[src/tvsc_pkg.sv]
// Shared types, codes, mode tables and helper functions of the sound carrier autodetect block.
package tvsc_pkg;

  localparam int QUEUE_DEPTH = 2;

  localparam logic [2:0] KIND_START   = 3'd0;
  localparam logic [2:0] KIND_LEVEL   = 3'd1;
  localparam logic [2:0] KIND_STEREO  = 3'd2;
  localparam logic [2:0] KIND_NICAM   = 3'd3;
  localparam logic [2:0] KIND_REQUEST = 3'd4;

  localparam logic [1:0] ACT_WRITE  = 2'd0;
  localparam logic [1:0] ACT_LEVEL  = 2'd1;
  localparam logic [1:0] ACT_STEREO = 2'd2;
  localparam logic [1:0] ACT_NICAM  = 2'd3;

  localparam logic TGT_DEM = 1'b0;
  localparam logic TGT_DFP = 1'b1;

  localparam logic [2:0] PH_IDLE       = 3'd0;
  localparam logic [2:0] PH_MAIN       = 3'd1;
  localparam logic [2:0] PH_SUB        = 3'd2;
  localparam logic [2:0] PH_WAIT_FM    = 3'd3;
  localparam logic [2:0] PH_WAIT_NICAM = 3'd4;

  localparam logic [2:0] DM_AM    = 3'd0;
  localparam logic [2:0] DM_TERRA = 3'd3;
  localparam logic [2:0] DM_NICAM = 3'd5;

  localparam logic [1:0] SM_MONO   = 2'd0;
  localparam logic [1:0] SM_STEREO = 2'd1;
  localparam logic [1:0] SM_LANG1  = 2'd2;
  localparam logic [1:0] SM_LANG2  = 2'd3;

  localparam int CFG_ADDR_W = 2;
  localparam int CFG_DATA_W = 16;
  localparam logic [CFG_ADDR_W-1:0] REG_VOLUME    = 2'd0;
  localparam logic [CFG_ADDR_W-1:0] REG_NICAM_CAP = 2'd1;
  localparam logic [CFG_ADDR_W-1:0] REG_RADIO     = 2'd2;

  // Program segments, emitted in this order.
  localparam int NUM_SEGS = 8;
  localparam int SEG_W    = 3;
  localparam logic [SEG_W-1:0] SEG_VOL0   = 3'd0;
  localparam logic [SEG_W-1:0] SEG_MODEA  = 3'd1;
  localparam logic [SEG_W-1:0] SEG_CARA   = 3'd2;
  localparam logic [SEG_W-1:0] SEG_STEREO = 3'd3;
  localparam logic [SEG_W-1:0] SEG_MODEB  = 3'd4;
  localparam logic [SEG_W-1:0] SEG_CARB   = 3'd5;
  localparam logic [SEG_W-1:0] SEG_VOLE   = 3'd6;
  localparam logic [SEG_W-1:0] SEG_AWAIT  = 3'd7;
  localparam int STEP_W = 5;

  localparam logic [1:0] TAB_AM    = 2'd0;
  localparam logic [1:0] TAB_TERRA = 2'd1;
  localparam logic [1:0] TAB_NICAM = 2'd2;

  localparam int CDO_W = 23;
  localparam logic [CDO_W-1:0] CDO_55   = 23'd5006222;
  localparam logic [CDO_W-1:0] CDO_5742 = 23'd5226666;
  localparam logic [CDO_W-1:0] CDO_585  = 23'd5324800;

  typedef struct packed {
    logic [2:0]         kind;
    logic signed [15:0] reading;
    logic [1:0]         stereo_request;
  } in_word_t;

  typedef struct packed {
    logic [1:0]  action;
    logic        target;
    logic [7:0]  reg_addr;
    logic [15:0] reg_value;
    logic [1:0]  sound_mode;
    logic        last;
  } out_word_t;

  // One input's program of result words, expanded by the back end.
  typedef struct packed {
    logic [NUM_SEGS-1:0] segs;
    logic                mode_terra;
    logic [CDO_W-1:0]    cdo;
    logic                st_nicam;
    logic [1:0]          st_mode;
    logic [6:0]          vol;
    logic                nicam_cap;
    logic [1:0]          await_act;
    logic [1:0]          sound_mode;
  } desc_t;

  typedef struct packed {
    logic        tgt;
    logic [7:0]  addr;
    logic [15:0] value;
  } item_t;

  function automatic logic [CDO_W-1:0] main_cdo(input logic [1:0] i);
    logic [CDO_W-1:0] c;
    case (i)
      2'd0:    c = 23'd4096000;
      2'd1:    c = 23'd5006222;
      2'd2:    c = 23'd5461333;
      default: c = 23'd5916444;
    endcase
    return c;
  endfunction

  function automatic logic [1:0] sub_count(input logic [1:0] bmi);
    logic [1:0] n;
    if (bmi == 2'd1) n = 2'd2;
    else if (bmi == 2'd3) n = 2'd3;
    else n = 2'd0;
    return n;
  endfunction

  function automatic logic [CDO_W-1:0] sub_cdo(input logic [1:0] bmi, input logic [1:0] i);
    logic [CDO_W-1:0] c;
    if (bmi == 2'd1) begin
      c = i[0] ? 23'd5324800 : 23'd5226666;
    end else begin
      case (i)
        2'd1:    c = 23'd6553600;
        2'd2:    c = 23'd6717440;
        default: c = 23'd6389760;
      endcase
    end
    return c;
  endfunction

  // volume * 0x73 / 65535, via a shift by 16 and one correction step.
  function automatic logic [6:0] vol_scale(input logic [15:0] v);
    logic [22:0] x;
    logic [6:0]  q0;
    logic [16:0] r;
    x  = 23'(v) * 23'd115;
    q0 = x[22:16];
    r  = {1'b0, x[15:0]} + 17'(q0);
    if (r >= 17'd65535) return q0 + 7'd1;
    return q0;
  endfunction

  function automatic item_t carrier_item(input logic [1:0] k, input logic [CDO_W-1:0] c1,
                                         input logic [CDO_W-1:0] c2);
    item_t it;
    it.tgt = TGT_DEM;
    case (k)
      2'd0: begin it.addr = 8'h93; it.value = {4'b0, c1[11:0]}; end
      2'd1: begin it.addr = 8'h9b; it.value = {5'b0, c1[22:12]}; end
      2'd2: begin it.addr = 8'ha3; it.value = {4'b0, c2[11:0]}; end
      default: begin it.addr = 8'hab; it.value = {5'b0, c2[22:12]}; end
    endcase
    return it;
  endfunction

  // Filter coefficients; second selects the second channel's set (distinct only for NICAM).
  function automatic logic [15:0] mode_coef(input logic [1:0] tab, input logic second,
                                            input logic [2:0] i);
    logic [15:0] c;
    if (tab == TAB_AM) begin
      case (i)
        3'd0: c = 16'd75;
        3'd1: c = 16'd19;
        3'd2: c = 16'd36;
        3'd3: c = 16'd35;
        3'd4: c = 16'd39;
        default: c = 16'd40;
      endcase
    end else if (tab == TAB_NICAM && !second) begin
      case (i)
        3'd0: c = 16'hfffe;
        3'd1: c = 16'hfff8;
        3'd2: c = 16'hfff6;
        3'd3: c = 16'd10;
        3'd4: c = 16'd50;
        default: c = 16'd86;
      endcase
    end else begin
      case (i)
        3'd0: c = 16'd3;
        3'd1: c = 16'd18;
        3'd2: c = 16'd27;
        3'd3: c = 16'd48;
        3'd4: c = 16'd66;
        default: c = 16'd72;
      endcase
    end
    return c;
  endfunction

  function automatic item_t mode_item(input logic [1:0] tab, input logic [STEP_W-1:0] step);
    item_t       it;
    logic [4:0]  t;
    logic [15:0] src;
    logic [15:0] mreg;
    t  = 5'd0;
    it = '0;
    case (tab)
      TAB_TERRA: begin src = 16'h0030; mreg = 16'h0480; end
      TAB_NICAM: begin src = 16'h0120; mreg = 16'h0040; end
      default:   begin src = 16'h0020; mreg = 16'h0500; end
    endcase
    if (step == 5'd0) begin
      it = '{TGT_DEM, 8'hbb, 16'h00d0};
    end else if (step <= 5'd6) begin
      t  = 5'd6 - step;
      it = '{TGT_DEM, 8'h01, mode_coef(tab, 1'b0, t[2:0])};
    end else if (step == 5'd7) begin
      it = '{TGT_DEM, 8'h05, 16'h0004};
    end else if (step == 5'd8) begin
      it = '{TGT_DEM, 8'h05, 16'h0040};
    end else if (step == 5'd9) begin
      it = '{TGT_DEM, 8'h05, 16'h0000};
    end else if (step <= 5'd15) begin
      t  = 5'd15 - step;
      it = '{TGT_DEM, 8'h05, mode_coef(tab, 1'b1, t[2:0])};
    end else if (step == 5'd16) begin
      it = '{TGT_DEM, 8'h83, mreg};
    end else if (step <= 5'd20) begin
      t  = step - 5'd17;
      it = carrier_item(t[1:0], CDO_55, CDO_55);
    end else if (step == 5'd21) begin
      it = '{TGT_DFP, 8'h08, src};
    end else if (step == 5'd22) begin
      it = '{TGT_DFP, 8'h09, src};
    end else if (step == 5'd23) begin
      it = '{TGT_DFP, 8'h0a, src};
    end else if (step == 5'd24) begin
      it = '{TGT_DFP, 8'h0e, 16'h3000};
    end else begin
      it = '{TGT_DFP, 8'h10, 16'h3000};
    end
    return it;
  endfunction

endpackage

[src/tvsc_front.sv]
// Front end: configuration registers, detection state and translation of each input word
// into a program descriptor.
module tvsc_front (
  input  logic                               clk,
  input  logic                               rst_n,
  input  logic                               in_valid,
  output logic                               in_stall,
  input  tvsc_pkg::in_word_t                 in_data,
  input  logic                               cfg_we,
  input  logic [tvsc_pkg::CFG_ADDR_W-1:0]    cfg_addr,
  input  logic [tvsc_pkg::CFG_DATA_W-1:0]    cfg_wdata,
  input  logic                               q_full,
  output logic                               q_push,
  output tvsc_pkg::desc_t                    q_desc
);

  logic [15:0]        volume_r;
  logic               nicap_r;
  logic               radio_r;
  logic [2:0]         phase_r, phase_nxt;
  logic [2:0]         demod_r, demod_nxt;
  logic [1:0]         stereo_r, stereo_nxt;
  logic [1:0]         scan_r, scan_nxt;
  logic signed [15:0] bml_r, bml_nxt;
  logic [1:0]         bmi_r, bmi_nxt;
  logic signed [15:0] bsl_r, bsl_nxt;
  logic [1:0]         bsi_r, bsi_nxt;

  logic               in_fire;
  logic               do_finish;
  logic               do_stereo;
  logic               check;
  logic [1:0]         st_m;
  logic signed [15:0] rd;
  logic [3:0]         nic_s;
  tvsc_pkg::desc_t    d;

  assign in_stall = q_full;
  assign in_fire  = in_valid && !q_full;
  assign q_desc   = d;

  always_comb begin
    phase_nxt  = phase_r;
    demod_nxt  = demod_r;
    stereo_nxt = stereo_r;
    scan_nxt   = scan_r;
    bml_nxt    = bml_r;
    bmi_nxt    = bmi_r;
    bsl_nxt    = bsl_r;
    bsi_nxt    = bsi_r;
    q_push     = 1'b0;
    do_finish  = 1'b0;
    do_stereo  = 1'b0;
    check      = 1'b0;
    st_m       = in_data.stereo_request;
    rd         = in_data.reading;
    nic_s      = rd[4:1];
    d          = '0;
    d.nicam_cap = nicap_r;

    if (in_fire) begin
      if (in_data.kind == tvsc_pkg::KIND_START) begin
        if (!radio_r) begin
          d.segs[tvsc_pkg::SEG_VOL0]  = 1'b1;
          d.segs[tvsc_pkg::SEG_MODEA] = 1'b1;
          d.segs[tvsc_pkg::SEG_CARA]  = 1'b1;
          d.segs[tvsc_pkg::SEG_AWAIT] = 1'b1;
          d.mode_terra = 1'b0;
          d.cdo        = tvsc_pkg::main_cdo(2'd0);
          d.vol        = 7'd0;
          d.await_act  = tvsc_pkg::ACT_LEVEL;
          demod_nxt    = tvsc_pkg::DM_AM;
          stereo_nxt   = tvsc_pkg::SM_MONO;
          bml_nxt      = '0;
          bmi_nxt      = '0;
          bsl_nxt      = '0;
          bsi_nxt      = '0;
          scan_nxt     = '0;
          phase_nxt    = tvsc_pkg::PH_MAIN;
          q_push       = 1'b1;
        end
      end else if (in_data.kind == tvsc_pkg::KIND_LEVEL && phase_r == tvsc_pkg::PH_MAIN) begin
        if (bml_r < rd) begin
          bml_nxt = rd;
          bmi_nxt = scan_r;
        end
        if (scan_r != 2'd3) begin
          scan_nxt = scan_r + 2'd1;
          d.segs[tvsc_pkg::SEG_CARA]  = 1'b1;
          d.segs[tvsc_pkg::SEG_AWAIT] = 1'b1;
          d.cdo       = tvsc_pkg::main_cdo(scan_r + 2'd1);
          d.await_act = tvsc_pkg::ACT_LEVEL;
          q_push      = 1'b1;
        end else if (tvsc_pkg::sub_count(bmi_nxt) != 2'd0) begin
          scan_nxt  = '0;
          phase_nxt = tvsc_pkg::PH_SUB;
          d.segs[tvsc_pkg::SEG_CARA]  = 1'b1;
          d.segs[tvsc_pkg::SEG_AWAIT] = 1'b1;
          d.cdo       = tvsc_pkg::sub_cdo(bmi_nxt, 2'd0);
          d.await_act = tvsc_pkg::ACT_LEVEL;
          q_push      = 1'b1;
        end else begin
          scan_nxt  = '0;
          do_finish = 1'b1;
        end
      end else if (in_data.kind == tvsc_pkg::KIND_LEVEL && phase_r == tvsc_pkg::PH_SUB) begin
        if (bsl_r < rd) begin
          bsl_nxt = rd;
          bsi_nxt = scan_r;
        end
        if ({1'b0, scan_r} + 3'd1 < {1'b0, tvsc_pkg::sub_count(bmi_r)}) begin
          scan_nxt = scan_r + 2'd1;
          d.segs[tvsc_pkg::SEG_CARA]  = 1'b1;
          d.segs[tvsc_pkg::SEG_AWAIT] = 1'b1;
          d.cdo       = tvsc_pkg::sub_cdo(bmi_r, scan_r + 2'd1);
          d.await_act = tvsc_pkg::ACT_LEVEL;
          q_push      = 1'b1;
        end else begin
          scan_nxt  = '0;
          do_finish = 1'b1;
        end
      end else if (in_data.kind == tvsc_pkg::KIND_STEREO &&
                   phase_r == tvsc_pkg::PH_WAIT_FM) begin
        phase_nxt = tvsc_pkg::PH_IDLE;
        do_stereo = 1'b1;
        if (rd > 16'sd4096) st_m = tvsc_pkg::SM_STEREO;
        else if (rd < -16'sd4096) st_m = tvsc_pkg::SM_LANG1;
        else st_m = tvsc_pkg::SM_MONO;
      end else if (in_data.kind == tvsc_pkg::KIND_NICAM &&
                   phase_r == tvsc_pkg::PH_WAIT_NICAM) begin
        phase_nxt = tvsc_pkg::PH_IDLE;
        do_stereo = 1'b1;
        st_m = (nic_s == 4'd0 || nic_s == 4'd8) ? tvsc_pkg::SM_STEREO : tvsc_pkg::SM_MONO;
      end else if (in_data.kind == tvsc_pkg::KIND_REQUEST) begin
        do_stereo = 1'b1;
      end
    end

    // End of the scan: terrestrial FM first, then the stereo or NICAM choice.
    if (do_finish) begin
      d.segs[tvsc_pkg::SEG_MODEA] = 1'b1;
      d.segs[tvsc_pkg::SEG_CARA]  = 1'b1;
      d.segs[tvsc_pkg::SEG_VOLE]  = 1'b1;
      d.mode_terra = 1'b1;
      d.cdo        = tvsc_pkg::main_cdo(bmi_nxt);
      d.vol        = tvsc_pkg::vol_scale(volume_r);
      demod_nxt    = tvsc_pkg::DM_TERRA;
      stereo_nxt   = tvsc_pkg::SM_MONO;
      if (!bmi_nxt[1]) begin
        if (bsi_nxt == 2'd0) begin
          d.segs[tvsc_pkg::SEG_STEREO] = 1'b1;
          d.st_nicam = 1'b0;
          d.st_mode  = tvsc_pkg::SM_MONO;
          check      = 1'b1;
        end else if (bsi_nxt == 2'd1 && nicap_r) begin
          d.segs[tvsc_pkg::SEG_MODEB] = 1'b1;
          d.segs[tvsc_pkg::SEG_CARB]  = 1'b1;
          demod_nxt = tvsc_pkg::DM_NICAM;
          check     = 1'b1;
        end
      end else begin
        d.segs[tvsc_pkg::SEG_STEREO] = 1'b1;
        d.st_nicam = 1'b0;
        d.st_mode  = tvsc_pkg::SM_STEREO;
        stereo_nxt = tvsc_pkg::SM_STEREO;
      end
      if (check) begin
        d.segs[tvsc_pkg::SEG_AWAIT] = 1'b1;
        if (demod_nxt == tvsc_pkg::DM_TERRA) begin
          d.await_act = tvsc_pkg::ACT_STEREO;
          phase_nxt   = tvsc_pkg::PH_WAIT_FM;
        end else begin
          d.await_act = tvsc_pkg::ACT_NICAM;
          phase_nxt   = tvsc_pkg::PH_WAIT_NICAM;
        end
      end else begin
        phase_nxt = tvsc_pkg::PH_IDLE;
      end
      q_push = 1'b1;
    end

    // A sound mode change only means something in an FM or NICAM mode.
    if (do_stereo && (demod_r == tvsc_pkg::DM_TERRA || demod_r == tvsc_pkg::DM_NICAM)) begin
      d.segs[tvsc_pkg::SEG_STEREO] = 1'b1;
      d.st_nicam = (demod_r == tvsc_pkg::DM_NICAM);
      d.st_mode  = st_m;
      stereo_nxt = st_m;
      q_push     = 1'b1;
    end

    d.sound_mode = stereo_nxt;
  end

  always_ff @(posedge clk) begin
    if (!rst_n) begin
      volume_r <= 16'hffff;
      nicap_r  <= 1'b0;
      radio_r  <= 1'b0;
      phase_r  <= tvsc_pkg::PH_IDLE;
      demod_r  <= tvsc_pkg::DM_AM;
      stereo_r <= tvsc_pkg::SM_MONO;
      scan_r   <= '0;
      bml_r    <= '0;
      bmi_r    <= '0;
      bsl_r    <= '0;
      bsi_r    <= '0;
    end else begin
      if (cfg_we) begin
        if (cfg_addr == tvsc_pkg::REG_VOLUME) volume_r <= cfg_wdata;
        if (cfg_addr == tvsc_pkg::REG_NICAM_CAP) nicap_r <= cfg_wdata[0];
        if (cfg_addr == tvsc_pkg::REG_RADIO) radio_r <= cfg_wdata[0];
      end
      phase_r  <= phase_nxt;
      demod_r  <= demod_nxt;
      stereo_r <= stereo_nxt;
      scan_r   <= scan_nxt;
      bml_r    <= bml_nxt;
      bmi_r    <= bmi_nxt;
      bsl_r    <= bsl_nxt;
      bsi_r    <= bsi_nxt;
    end
  end

endmodule

[src/tvsc_queue.sv]
// Short descriptor queue between the front end and the write sequencer.
module tvsc_queue #(
  parameter int Depth = tvsc_pkg::QUEUE_DEPTH
) (
  input  logic            clk,
  input  logic            rst_n,
  input  logic            push,
  input  tvsc_pkg::desc_t push_desc,
  output logic            full,
  input  logic            pop,
  output logic            head_valid,
  output tvsc_pkg::desc_t head_desc
);

  localparam int PtrW = $clog2(Depth);
  localparam int CntW = $clog2(Depth + 1);

  tvsc_pkg::desc_t entry_r [Depth];
  logic [PtrW-1:0] wr_ptr_r, rd_ptr_r;
  logic [CntW-1:0] count_r;

  assign full       = (count_r == CntW'(Depth));
  assign head_valid = (count_r != '0);
  assign head_desc  = entry_r[rd_ptr_r];

  always_ff @(posedge clk) begin
    if (push) entry_r[wr_ptr_r] <= push_desc;
  end

  always_ff @(posedge clk) begin
    if (!rst_n) begin
      wr_ptr_r <= '0;
      rd_ptr_r <= '0;
      count_r  <= '0;
    end else begin
      if (push) begin
        wr_ptr_r <= (wr_ptr_r == PtrW'(Depth - 1)) ? '0 : wr_ptr_r + 1'b1;
      end
      if (pop) begin
        rd_ptr_r <= (rd_ptr_r == PtrW'(Depth - 1)) ? '0 : rd_ptr_r + 1'b1;
      end
      if (push && !pop) count_r <= count_r + 1'b1;
      else if (pop && !push) count_r <= count_r - 1'b1;
    end
  end

endmodule

[src/tvsc_back.sv]
// Back end: walks the segments of the head descriptor and emits one result word per cycle unless stalled.
module tvsc_back (
  input  logic                 clk,
  input  logic                 rst_n,
  input  logic                 head_valid,
  input  tvsc_pkg::desc_t      head_desc,
  output logic                 pop,
  output logic                 out_valid,
  input  logic                 out_stall,
  output tvsc_pkg::out_word_t  out_data
);

  logic [tvsc_pkg::SEG_W-1:0]  seg_r, seg_nxt;
  logic [tvsc_pkg::STEP_W-1:0] step_r, step_nxt;
  logic                        out_valid_r, out_valid_nxt;
  tvsc_pkg::out_word_t         out_r;

  logic [tvsc_pkg::SEG_W-1:0]  cur;
  logic                        more;
  logic                        seg_done;
  logic                        fire;
  logic [tvsc_pkg::STEP_W-1:0] step_inc;
  logic [tvsc_pkg::STEP_W-1:0] mode_last;
  logic [15:0]                 vol_val;
  logic [15:0]                 src;
  tvsc_pkg::item_t             it;
  logic [1:0]                  act;
  tvsc_pkg::desc_t             d;

  assign d         = head_desc;
  assign out_valid = out_valid_r;
  assign out_data  = out_r;
  assign fire      = head_valid && (!out_valid_r || !out_stall);
  assign pop       = fire && seg_done && !more;

  // First enabled segment at or after the current one, and whether any follows it.
  always_comb begin
    cur  = '0;
    more = 1'b0;
    for (int i = tvsc_pkg::NUM_SEGS - 1; i >= 0; i--) begin
      if (d.segs[i] && tvsc_pkg::SEG_W'(i) >= seg_r) cur = tvsc_pkg::SEG_W'(i);
    end
    for (int i = 0; i < tvsc_pkg::NUM_SEGS; i++) begin
      if (d.segs[i] && tvsc_pkg::SEG_W'(i) > cur) more = 1'b1;
    end
  end

  always_comb begin
    mode_last = d.nicam_cap ? 5'd25 : 5'd24;
    vol_val   = {1'b0, d.vol, 8'h00};
    src       = d.st_nicam ? 16'h0100 : 16'h0000;
    if (d.st_mode == tvsc_pkg::SM_STEREO) src = src | 16'h0020;
    else if (d.st_mode == tvsc_pkg::SM_LANG2) src = src | 16'h0010;
    act       = tvsc_pkg::ACT_WRITE;
    it        = '0;
    seg_done  = 1'b0;
    step_inc  = step_r + 1'b1;
    unique case (cur)
      tvsc_pkg::SEG_VOL0, tvsc_pkg::SEG_VOLE: begin
        seg_done = (step_r == 5'd2);
        if (step_r == 5'd0) it = '{tvsc_pkg::TGT_DFP, 8'h00, vol_val};
        else if (step_r == 5'd1) it = '{tvsc_pkg::TGT_DFP, 8'h06, vol_val};
        else it = '{tvsc_pkg::TGT_DFP, 8'h07, (d.vol != 7'd0) ? 16'h4000 : 16'h0000};
      end
      tvsc_pkg::SEG_MODEA: begin
        seg_done = (step_r == mode_last);
        it = tvsc_pkg::mode_item(d.mode_terra ? tvsc_pkg::TAB_TERRA : tvsc_pkg::TAB_AM,
                                 step_r);
      end
      tvsc_pkg::SEG_MODEB: begin
        seg_done = (step_r == mode_last);
        it = tvsc_pkg::mode_item(tvsc_pkg::TAB_NICAM, step_r);
      end
      tvsc_pkg::SEG_CARA: begin
        seg_done = (step_r == 5'd3);
        it = tvsc_pkg::carrier_item(step_r[1:0], d.cdo, d.cdo);
      end
      tvsc_pkg::SEG_CARB: begin
        seg_done = (step_r == 5'd3);
        it = tvsc_pkg::carrier_item(step_r[1:0], tvsc_pkg::CDO_585, tvsc_pkg::CDO_55);
      end
      tvsc_pkg::SEG_STEREO: begin
        // NICAM skips the matrix write; only stereo ends with the extra enable write.
        seg_done = (step_r == 5'd8) ||
                   (step_r == 5'd7 && d.st_mode != tvsc_pkg::SM_STEREO);
        if (step_r == 5'd3 && d.st_nicam) step_inc = 5'd5;
        if (step_r <= 5'd3) begin
          it = tvsc_pkg::carrier_item(step_r[1:0],
                                      d.st_nicam ? tvsc_pkg::CDO_585 : tvsc_pkg::CDO_5742,
                                      tvsc_pkg::CDO_55);
        end else if (step_r == 5'd4) begin
          it = '{tvsc_pkg::TGT_DFP, 8'h0e,
                 (d.st_mode == tvsc_pkg::SM_STEREO) ? 16'h3001 : 16'h3000};
        end else if (step_r == 5'd5) begin
          it = '{tvsc_pkg::TGT_DFP, 8'h08, src};
        end else if (step_r == 5'd6) begin
          it = '{tvsc_pkg::TGT_DFP, 8'h09, src};
        end else if (step_r == 5'd7) begin
          it = '{tvsc_pkg::TGT_DFP, 8'h0a, src};
        end else begin
          it = '{tvsc_pkg::TGT_DFP, 8'h05, 16'h4000};
        end
      end
      tvsc_pkg::SEG_AWAIT: begin
        seg_done = 1'b1;
        act      = d.await_act;
        if (d.await_act == tvsc_pkg::ACT_LEVEL) it = '{tvsc_pkg::TGT_DFP, 8'h1b, 16'h0000};
        else if (d.await_act == tvsc_pkg::ACT_STEREO) it = '{tvsc_pkg::TGT_DFP, 8'h18, 16'h0000};
        else it = '{tvsc_pkg::TGT_DEM, 8'h23, 16'h0000};
      end
    endcase
  end

  always_comb begin
    seg_nxt  = seg_r;
    step_nxt = step_r;
    if (fire) begin
      if (seg_done) begin
        seg_nxt  = more ? cur + 1'b1 : '0;
        step_nxt = '0;
      end else begin
        step_nxt = step_inc;
      end
    end
    if (fire) out_valid_nxt = 1'b1;
    else out_valid_nxt = out_valid_r && out_stall;
  end

  always_ff @(posedge clk) begin
    if (fire) begin
      out_r.action     <= act;
      out_r.target     <= it.tgt;
      out_r.reg_addr   <= it.addr;
      out_r.reg_value  <= it.value;
      out_r.sound_mode <= d.sound_mode;
      out_r.last       <= seg_done && !more;
    end
  end

  always_ff @(posedge clk) begin
    if (!rst_n) begin
      seg_r       <= '0;
      step_r      <= '0;
      out_valid_r <= 1'b0;
    end else begin
      seg_r       <= seg_nxt;
      step_r      <= step_nxt;
      out_valid_r <= out_valid_nxt;
    end
  end

endmodule

[src/tv_sound_carrier_autodetect_core.sv]
// Top level of the sound carrier autodetect controller: front end, descriptor queue, sequencer.
//
//   Channel   Direction  Handshake            Word
//   in_       input      in_valid / in_stall   tvsc_pkg::in_word_t (kind, reading, request)
//   out_      output     out_valid / out_stall tvsc_pkg::out_word_t (one register action)
//   cfg_      input      cfg_we                register index cfg_addr, data cfg_wdata
//
// Each accepted word turns into 0 to 64 result words, emitted one per cycle by the sequencer
// as long as the output is not stalled.
// The front end takes a new word every cycle while the two-entry descriptor queue has room,
// so the sustained rate is set by the sequencer's one-word-per-cycle output.
// Reset is synchronous and active low; it clears the detection state and the queue and
// loads the register defaults (full volume, no NICAM, not in radio).
// A stall on the output holds the output register and, once the queue fills, stalls the input.
module tv_sound_carrier_autodetect_core #(
  parameter int QueueDepth = tvsc_pkg::QUEUE_DEPTH
) (
  input  logic                            clk,
  input  logic                            rst_n,
  input  logic                            in_valid,
  output logic                            in_stall,
  input  tvsc_pkg::in_word_t              in_data,
  output logic                            out_valid,
  input  logic                            out_stall,
  output tvsc_pkg::out_word_t             out_data,
  input  logic                            cfg_we,
  input  logic [tvsc_pkg::CFG_ADDR_W-1:0] cfg_addr,
  input  logic [tvsc_pkg::CFG_DATA_W-1:0] cfg_wdata
);

  logic            q_full;
  logic            q_push;
  logic            q_pop;
  logic            q_head_valid;
  tvsc_pkg::desc_t q_push_desc;
  tvsc_pkg::desc_t q_head_desc;

  // The front end holds all detection state and decides, per word, which groups of
  // register writes are due and what the sound mode will be afterwards.
  tvsc_front u_front (
    .clk       (clk),
    .rst_n     (rst_n),
    .in_valid  (in_valid),
    .in_stall  (in_stall),
    .in_data   (in_data),
    .cfg_we    (cfg_we),
    .cfg_addr  (cfg_addr),
    .cfg_wdata (cfg_wdata),
    .q_full    (q_full),
    .q_push    (q_push),
    .q_desc    (q_push_desc)
  );

  // The queue decouples the two sides so a stalled output does not block the next input.
  tvsc_queue #(
    .Depth (QueueDepth)
  ) u_queue (
    .clk        (clk),
    .rst_n      (rst_n),
    .push       (q_push),
    .push_desc  (q_push_desc),
    .full       (q_full),
    .pop        (q_pop),
    .head_valid (q_head_valid),
    .head_desc  (q_head_desc)
  );

  // The sequencer expands one descriptor into its register writes and, where it has one, the
  // final await request, marking the last word of each program.
  tvsc_back u_back (
    .clk        (clk),
    .rst_n      (rst_n),
    .head_valid (q_head_valid),
    .head_desc  (q_head_desc),
    .pop        (q_pop),
    .out_valid  (out_valid),
    .out_stall  (out_stall),
    .out_data   (out_data)
  );

endmodule

[config.mk]
export PLATFORM = sky130hd
export DESIGN_NAME = tv_sound_carrier_autodetect_core
export DESIGN_NICKNAME = d
export VERILOG_FILES = /design/src/tvsc_pkg.sv /design/src/tvsc_front.sv /design/src/tvsc_queue.sv /design/src/tvsc_back.sv /design/src/tv_sound_carrier_autodetect_core.sv
export SDC_FILE = /design/constraint.sdc
export NUM_CORES = 1
export LEC_CHECK = 0
export ABC_AREA = 1
export CAP_MARGIN = 20
export CORE_ASPECT_RATIO = 1.25
export CORE_MARGIN = 10
export CORE_UTILIZATION = 65
export CTS_BUF_LIST = sky130_fd_sc_hd__clkbuf_8
export CTS_CLUSTER_SIZE = 24
export DETAILED_ROUTE_END_ITERATION = 10
export DONT_BUFFER_PORTS = 1
export PLACE_DENSITY = 0.84
export SYNTH_ARGS = -nofsm -noshare
export SYNTH_HDL_FRONTEND = slang
export SYNTH_SLANG_ARGS = --single-unit
[constraint.sdc]
create_clock -name clk -period 15.65 [get_ports clk]
set_input_delay 0.7825 -clock clk [delete_from_list [all_inputs] [get_ports clk]]
set_output_delay 0.7825 -clock clk [all_outputs]
set_load 0.1 [all_outputs]
; ---- Word level (Yosys, flattened, before mapping)
; Memories as Yosys holds them, arrays and structs flattened. A register that Yosys moved wholly into a read port is not among the register bits.
; Index checks and enable logic that the tools add are counted.
[op_classes]
addsub = 13
mul = 1
n_div = 0
n_lt_le_gt_ge = 26
eq_ne = 73
n_shift = 0
mux = 230
bitwise_logic = 0
reduce_logical = 79
[op_table]
columns = op, count
row1 = $mux W25, 27
row2 = $pmux W22 S3, 4
row3 = $mux W16, 11
row4 = $pmux W25 S7, 1
row5 = $mux W23, 7
row6 = $pmux W7 S5, 4
row7 = $pmux W23 S3, 2
row8 = $mux W2, 57
row9 = $mux W3, 31
row10 = $mux W21, 4
row11 = $pmux W16 S5, 1
row12 = $mux W1, 60
row13 = $mux W27, 2
row14 = $mux W20, 2
row15 = $pmux W19 S2, 1
row16 = $eq A3 B2 Y1 const B, 12
row17 = $mux W34, 1
row18 = $logic_and A1 B1 Y1, 32
row19 = $lt A16 B16 Y1, 2
row20 = $eq A3 B3 Y1 const B, 9
row21 = $eq A5 B5 Y1 const B, 5
row22 = $mul A16 B7 Y23 const B, 1
row23 = $eq A2 B1 Y1 const B, 11
row24 = $eq A2 B2 Y1 const B, 11
row25 = other kinds (61), 124
[word_totals]
ff_bits = 107
latch_bits = 0
ram_bits = 94
romBits = 0
inputBits = 44
memories = 1
[mem_list]
columns = memory, words, width, rd, rd_clocked_by_memory_dff, write_ports, line
row1 = u_queue.entry_r, 2, 47, 1, 1, 1, tvsc_queue.sv:18  ; tvsc_pkg::desc_t entry_r [Depth];

; ---- Depth between registers and ports, before layout
[logic_depth]
depth_word = 25
depth_mapped = 45
depth_no_buf = 45

; ---- Cells and area by module
; From an unflattened synthesis, not the netlist that was laid out.
[hier_totals]
cells_unflattened = 1875
area_unflattened_um2 = 15050.7
[by_module_without_submodules]
columns = mod, n_inst, cells_each, area_each_um2, seq_area_each_um2
row1 = tvsc_front, 1, 1101, 7497.2, 1281.2
row2 = tvsc_back, 1, 593, 3811.2, 1051.0
row3 = tvsc_queue, 1, 181, 3742.3, 2922.8

; ---- Least setup slack after synthesis
; OpenSTA, ideal clock, no wires.
[synth_timing]
kind = flip-flop to flip-flop
start = reg u_front.volume_r[2]
end = mem u_queue.entry_r[0][10] (netlist name) (data pin)
arrival_ps = 5631
required_time_ps = 15395
path_slack_ps = 9764
path_stages_with_launch = 40
path_buffers = 0
path_cell_list = dfxtp_1 > inv_1 > fa_1 > inv_1 > fa_1 > ha_1 > inv_1 > fa_1 > inv_1 > ha_1 > nand2_1 > nor2_1 > nand3_1 > nand3_1 > nand2_1 > nand2_1 > nand3_1 > nand2_1 > [4 not listed] > nand3_1 > nand2_1 > xor2_1 > inv_1 > ha_1 > inv_1 > nor2_1 > inv_1 > o21ai_0 > nand3_1 > nand2_1 > o21ai_0 > nor2_1 > nand3_1 > o21ai_0 > nand2_1 > nor2_1 > nor2_1
[synth_rtl]
columns = element, line
row1 = from (decl), tvsc_front.sv:17  ; logic [15:0] volume_r;
row2 = from (signal assigned), tvsc_front.sv:209  ; if (cfg_addr == tvsc_pkg::REG_VOLUME) volume_r <= cfg_wdata;
row3 = to (decl), tvsc_queue.sv:18

==> results <==
- The flow ran to the end, and the final reports show no timing, DRC or antenna violations.
- The portion of the post-synthesis area used by sequential elements is 0.340.
- The distinct cell type count of the synthesized netlist is 64.
- The effective utilization at floorplan is 0.656.
- The power per standard cell area is 135 mW/mm^2.
- The initial antenna violation count is 0.
- The time the final worst path needs with I/O delays and setup is 7.05 ns.
- The final hold violation count is 0.
- At the worst endpoint, the arrival time is 7.30 ns.
- For this block, the initial DRC count from the detailed router was 989.
- The synthesis warning total is 0.
- The end-of-flow core utilization is 0.690.
- The worst setup path startpoint is u_front.volume_r[2].
- The maximum number of pins on one net before global-route repair is 43.
- For this run, the leading register cell type out of synthesis is edfxtp_1.
- STA classifies the critical path endpoint as a flip-flop.
- edfxtp_1 takes more of the synthesized area than any other cell.
- In this run the core area contains 60 standard-cell rows.
- The area of all placed cells without fillers is 0.0148 mm^2.
- For the worst setup path, the data required time is 15.90 ns.
- The number of global-route vias before repair is 12800.
- Derived from the worst setup path, the maximum achievable clock frequency is 0.142 GHz.
- After synthesis, the cell types taking the most area are edfxtp_1, dfxtp_1, nand2_1, ha_1, inv_1.
- In this run the count of I/O pins placed on the die edge is 76.
- In this run the static leakage power is 0.00673 uW.
- The worst setup path is launched from a flip-flop.
- Counting flops and latches in the post-synthesis netlist gives 185.
- The number of cells on the worst reg-to-reg path is 35.
- On the critical path, the stage with the largest delay is an instance of xor2_1.
- The half-perimeter wire length after placement is 32900 um.
- The number of antenna diodes is 0.
- The number of remaining DRC errors is 0.
- The critical path class is flip-flop to flip-flop.
- Clock-pin slew was measured on the worst setup and hold paths at 0.12 ns.
- The number of gates resized after CTS was 0.
- The floorplan die width is 151 um.
- The maximum VDD drop is 0.000111 V.
- The number of setup buffers added after CTS is 0.
- The simple-gate share of the synthesized area is 0.252.
- The routed wire length is 42100 um.
- The compound-cell area share of the yosys netlist is 0.137.
- The total clock buffers created by CTS is 17.
- The area growth from synthesis to layout is 5.18%.
- Counting flops with an async set or reset pin after synthesis yields a share of 0.
- The ratio of cells with drive above 1 in the final layout is 0.0465.
- The count of pins over their slew limit is 0.
- The number of hold buffers added after CTS was 0.
- The adder-cell area share of the yosys netlist is 0.164.
- In this design, the critical path's most frequently occurring cell is nand2_1.
- The mean number of vias per cell is 6.09.
- On the worst path, the slowest cell contributes a delay of 0.61 ns.
- Dividing the final minimum period by the clock period gives 0.451.
- After synthesis, the largest family of logic cells by area is simple AND/OR/NAND/NOR gates.
- The die span in y is 184 um.
- The pin slew with the least headroom to its limit is 1.07 ns.
- The total die area is 0.0279 mm^2.
- CTS built an H-tree with a depth of 4.
- Setup violations remaining at the end of the flow were counted as 0.
- Of the post-synthesis cell area, the dominant cell type holds 0.229.
- Detailed routing inserted a total of 13000 vias.
- In this run the critical register-to-register path is captured at u_queue.entry_r[1][10].
- The routed wire length per instance is 19.8 um.
- The startpoint identified for the worst register-to-register timing path is u_front.volume_r[2].
- The synthesized netlist cell count is 1847.
- The synthesized area is 0.0140 mm^2.
- The worst pin sits at a relative slew slack of 0.284.
- The quantity of I/O buffers inserted on ports is 0.
- The worst hold path class is input port to flip-flop.
- The average instance in the mapped netlist occupies 7.60 um^2.
- For this run, the detailed router's first-pass iteration total came to 6.
- The biggest fanout along the worst timing path is 5.
- Counting every net in the synthesized netlist gives 2052.
- Summed over all failing endpoints, the final setup total negative slack is 0 ns.
- The worst register-to-register path has a setup slack of 8.60 ns.
- The post-layout net count is 2042.
- The endpoint of the most critical setup path is u_queue.entry_r[1][10].
- At the end of routability-driven placement, the weighted congestion stood at 1.03.
- The later pin in the worst-skew pair is clocked with a latency of 0.50 ns.
- The area share of xor/xnor cells in the synthesized design is 0.0125.
- The buffer type at the clock tree root is clkbuf_8.
- By count the netlist is led by nand2_1, inv_1, nor2_1.
- Setup repair after global routing left no endpoint under its margin.
- The worst-case hold slack is 0.391 ns.
- Once placement finished, the instance area stood at 0.0143 mm^2.
- The clock skew after layout is 0.0321 ns.
- The maximum count of clock buffers along a single path is 2.
- After global routing the overflow that remains totals 0.
- The overall global routing resource usage is 0.298.
- The first global-routing pass estimated 65300 um of wire.
- The tree built by TritonCTS fans out to 185 sinks.
- The number of flops mapped to enable cells by yosys is 107.
- The portion of netlist area occupied by mux cells is 0.00713.
- The max-capacitance violation count is 0.
- The post-detailed-route count of antenna-violating nets is 0.
- The clock tree from TritonCTS is done.
- The core area is 0.0214 mm^2.
- The cell with the most instances after synthesis is nand2_1.
[kinds of logic after synthesis]
family                     count (synthesis)
xor gates and xnor gates                  20
AOI/OAI and AO/OA                        330
and+or+nand+nor                          823
muxes                                     10
buffers and inverters                    317
DFF                                      185
adders and majority gates                161
other                                      1
[placed cells by master, fill, tap and decap left out, types with 4 or more instances in the layout]
cell / synthesis / final
a211oi_1: 5 / 5
a21oi_1: 120 / 120
a31oi_1: 16 / 16
a41oi_1: 7 / 7
and3_1: 4 / 4
buf_4: 2 / 8
clkbuf_8: 0 / 17
clkinv_8: 0 / 6
dfxtp_1: 78 / 78
edfxtp_1: 107 / 107
fa_1: 39 / 39
ha_1: 122 / 122
inv_1: 268 / 268
inv_2: 6 / 6
inv_6: 1 / 4
mux2i_1: 10 / 10
nand2_1: 412 / 412
nand2_2: 7 / 7
nand3_1: 115 / 115
nand3b_1: 5 / 5
nand4_1: 19 / 19
nor2_1: 199 / 196
nor2_4: 3 / 5
nor3_1: 26 / 25
nor4_1: 7 / 7
o2111ai_1: 4 / 4
o211ai_1: 28 / 28
o21ai_0: 107 / 107
o21bai_1: 5 / 5
o221ai_1: 5 / 5
o31ai_1: 6 / 6
or2_2: 9 / 9
xnor2_1: 7 / 7
xor2_1: 13 / 13
[critical path: cells and delay by family, from the launching register on]
kind	cells	cell delay [ns]
AO/OA/AOI/OAI	1	0.28
XOR/XNOR	1	0.61
adder cells (fa/ha/maj)	7	3.00
buffers and inverters	5	0.37
flip-flops	1	0.42
AND/OR/NAND/NOR	21	2.12
[per-layer routing]
layer | share of wire | wire length, um | track usage | vias up
li1 | - | - | - | 6130
met1 | 0.35 | 14800 | 0.301 | 6087
met2 | 0.52 | 22000 | 0.545 | 566
met3 | 0.056 | 2360 | 0.0456 | 177
met4 | 0.069 | 2920 | 0.204 | 0
met5 | 0 | 0 | 0 | -
[how the worst min path moves through the flow]
| stage | from | endpoint | slack (ns) | cells after the start |
|---|---|---|---|---|
| after global routing | rst_n | u_front.volume_r[3] | 0.38 | 1 |
| final | rst_n | u_front.volume_r[10] | 0.39 | 1 |
| after detailed placement | u_front.bsl_r[8] | u_front.bsl_r[8] | 0.46 | 2 |
| after floorplan | u_front.bsl_r[0] | u_front.bsl_r[0] | 0.44 | 2 |
| after global placement | u_front.bsl_r[0] | u_front.bsl_r[0] | 0.45 | 2 |
| after CTS | rst_n | u_front.volume_r[10] | 0.38 | 1 |
[state kept, by name, indices dropped and copies added, names as in the netlist, 2 cells and up, named ones only]
signal	flops
u_back.out_data	29
u_back.seg_r	3
u_back.step_r	5
u_front.bmi_r	2
u_front.bml_r	16
u_front.bsi_r	2
u_front.bsl_r	16
u_front.demod_r	3
u_front.phase_r	3
u_front.scan_r	2
u_front.stereo_r	2
u_front.volume_r	16
u_queue.count_r	2
u_queue.entry_r	78
[per-stage QoR]
stage	setup slack [ns]	std cells	power, uW
after global placement	8.94	2095	1600
after floorplan	9.76	1847	1360
after global routing	8.06	2129	2130
final	8.60	2129	1990
after CTS	8.69	2127	1960
after detailed placement	8.72	2095	1630
[power by group]
| part | switching [uW] | internal (uW) | total [uW] |
|---|---|---|---|
| sequential | 40.7 | 525 | 566 |
| clock | 216 | 125 | 341 |
| combinational | 735 | 351 | 1090 |
[final cells by class]
cell class	instances	area, um^2
fillers	1709	6630
repair buffers	10	100
inverters	278	1050
well taps	279	349
clock buffers	17	234
multi-input cells	1345	8060
clock inverters	15	193
flip-flops and latches	185	4770
(Power assumes the default switching activity.)
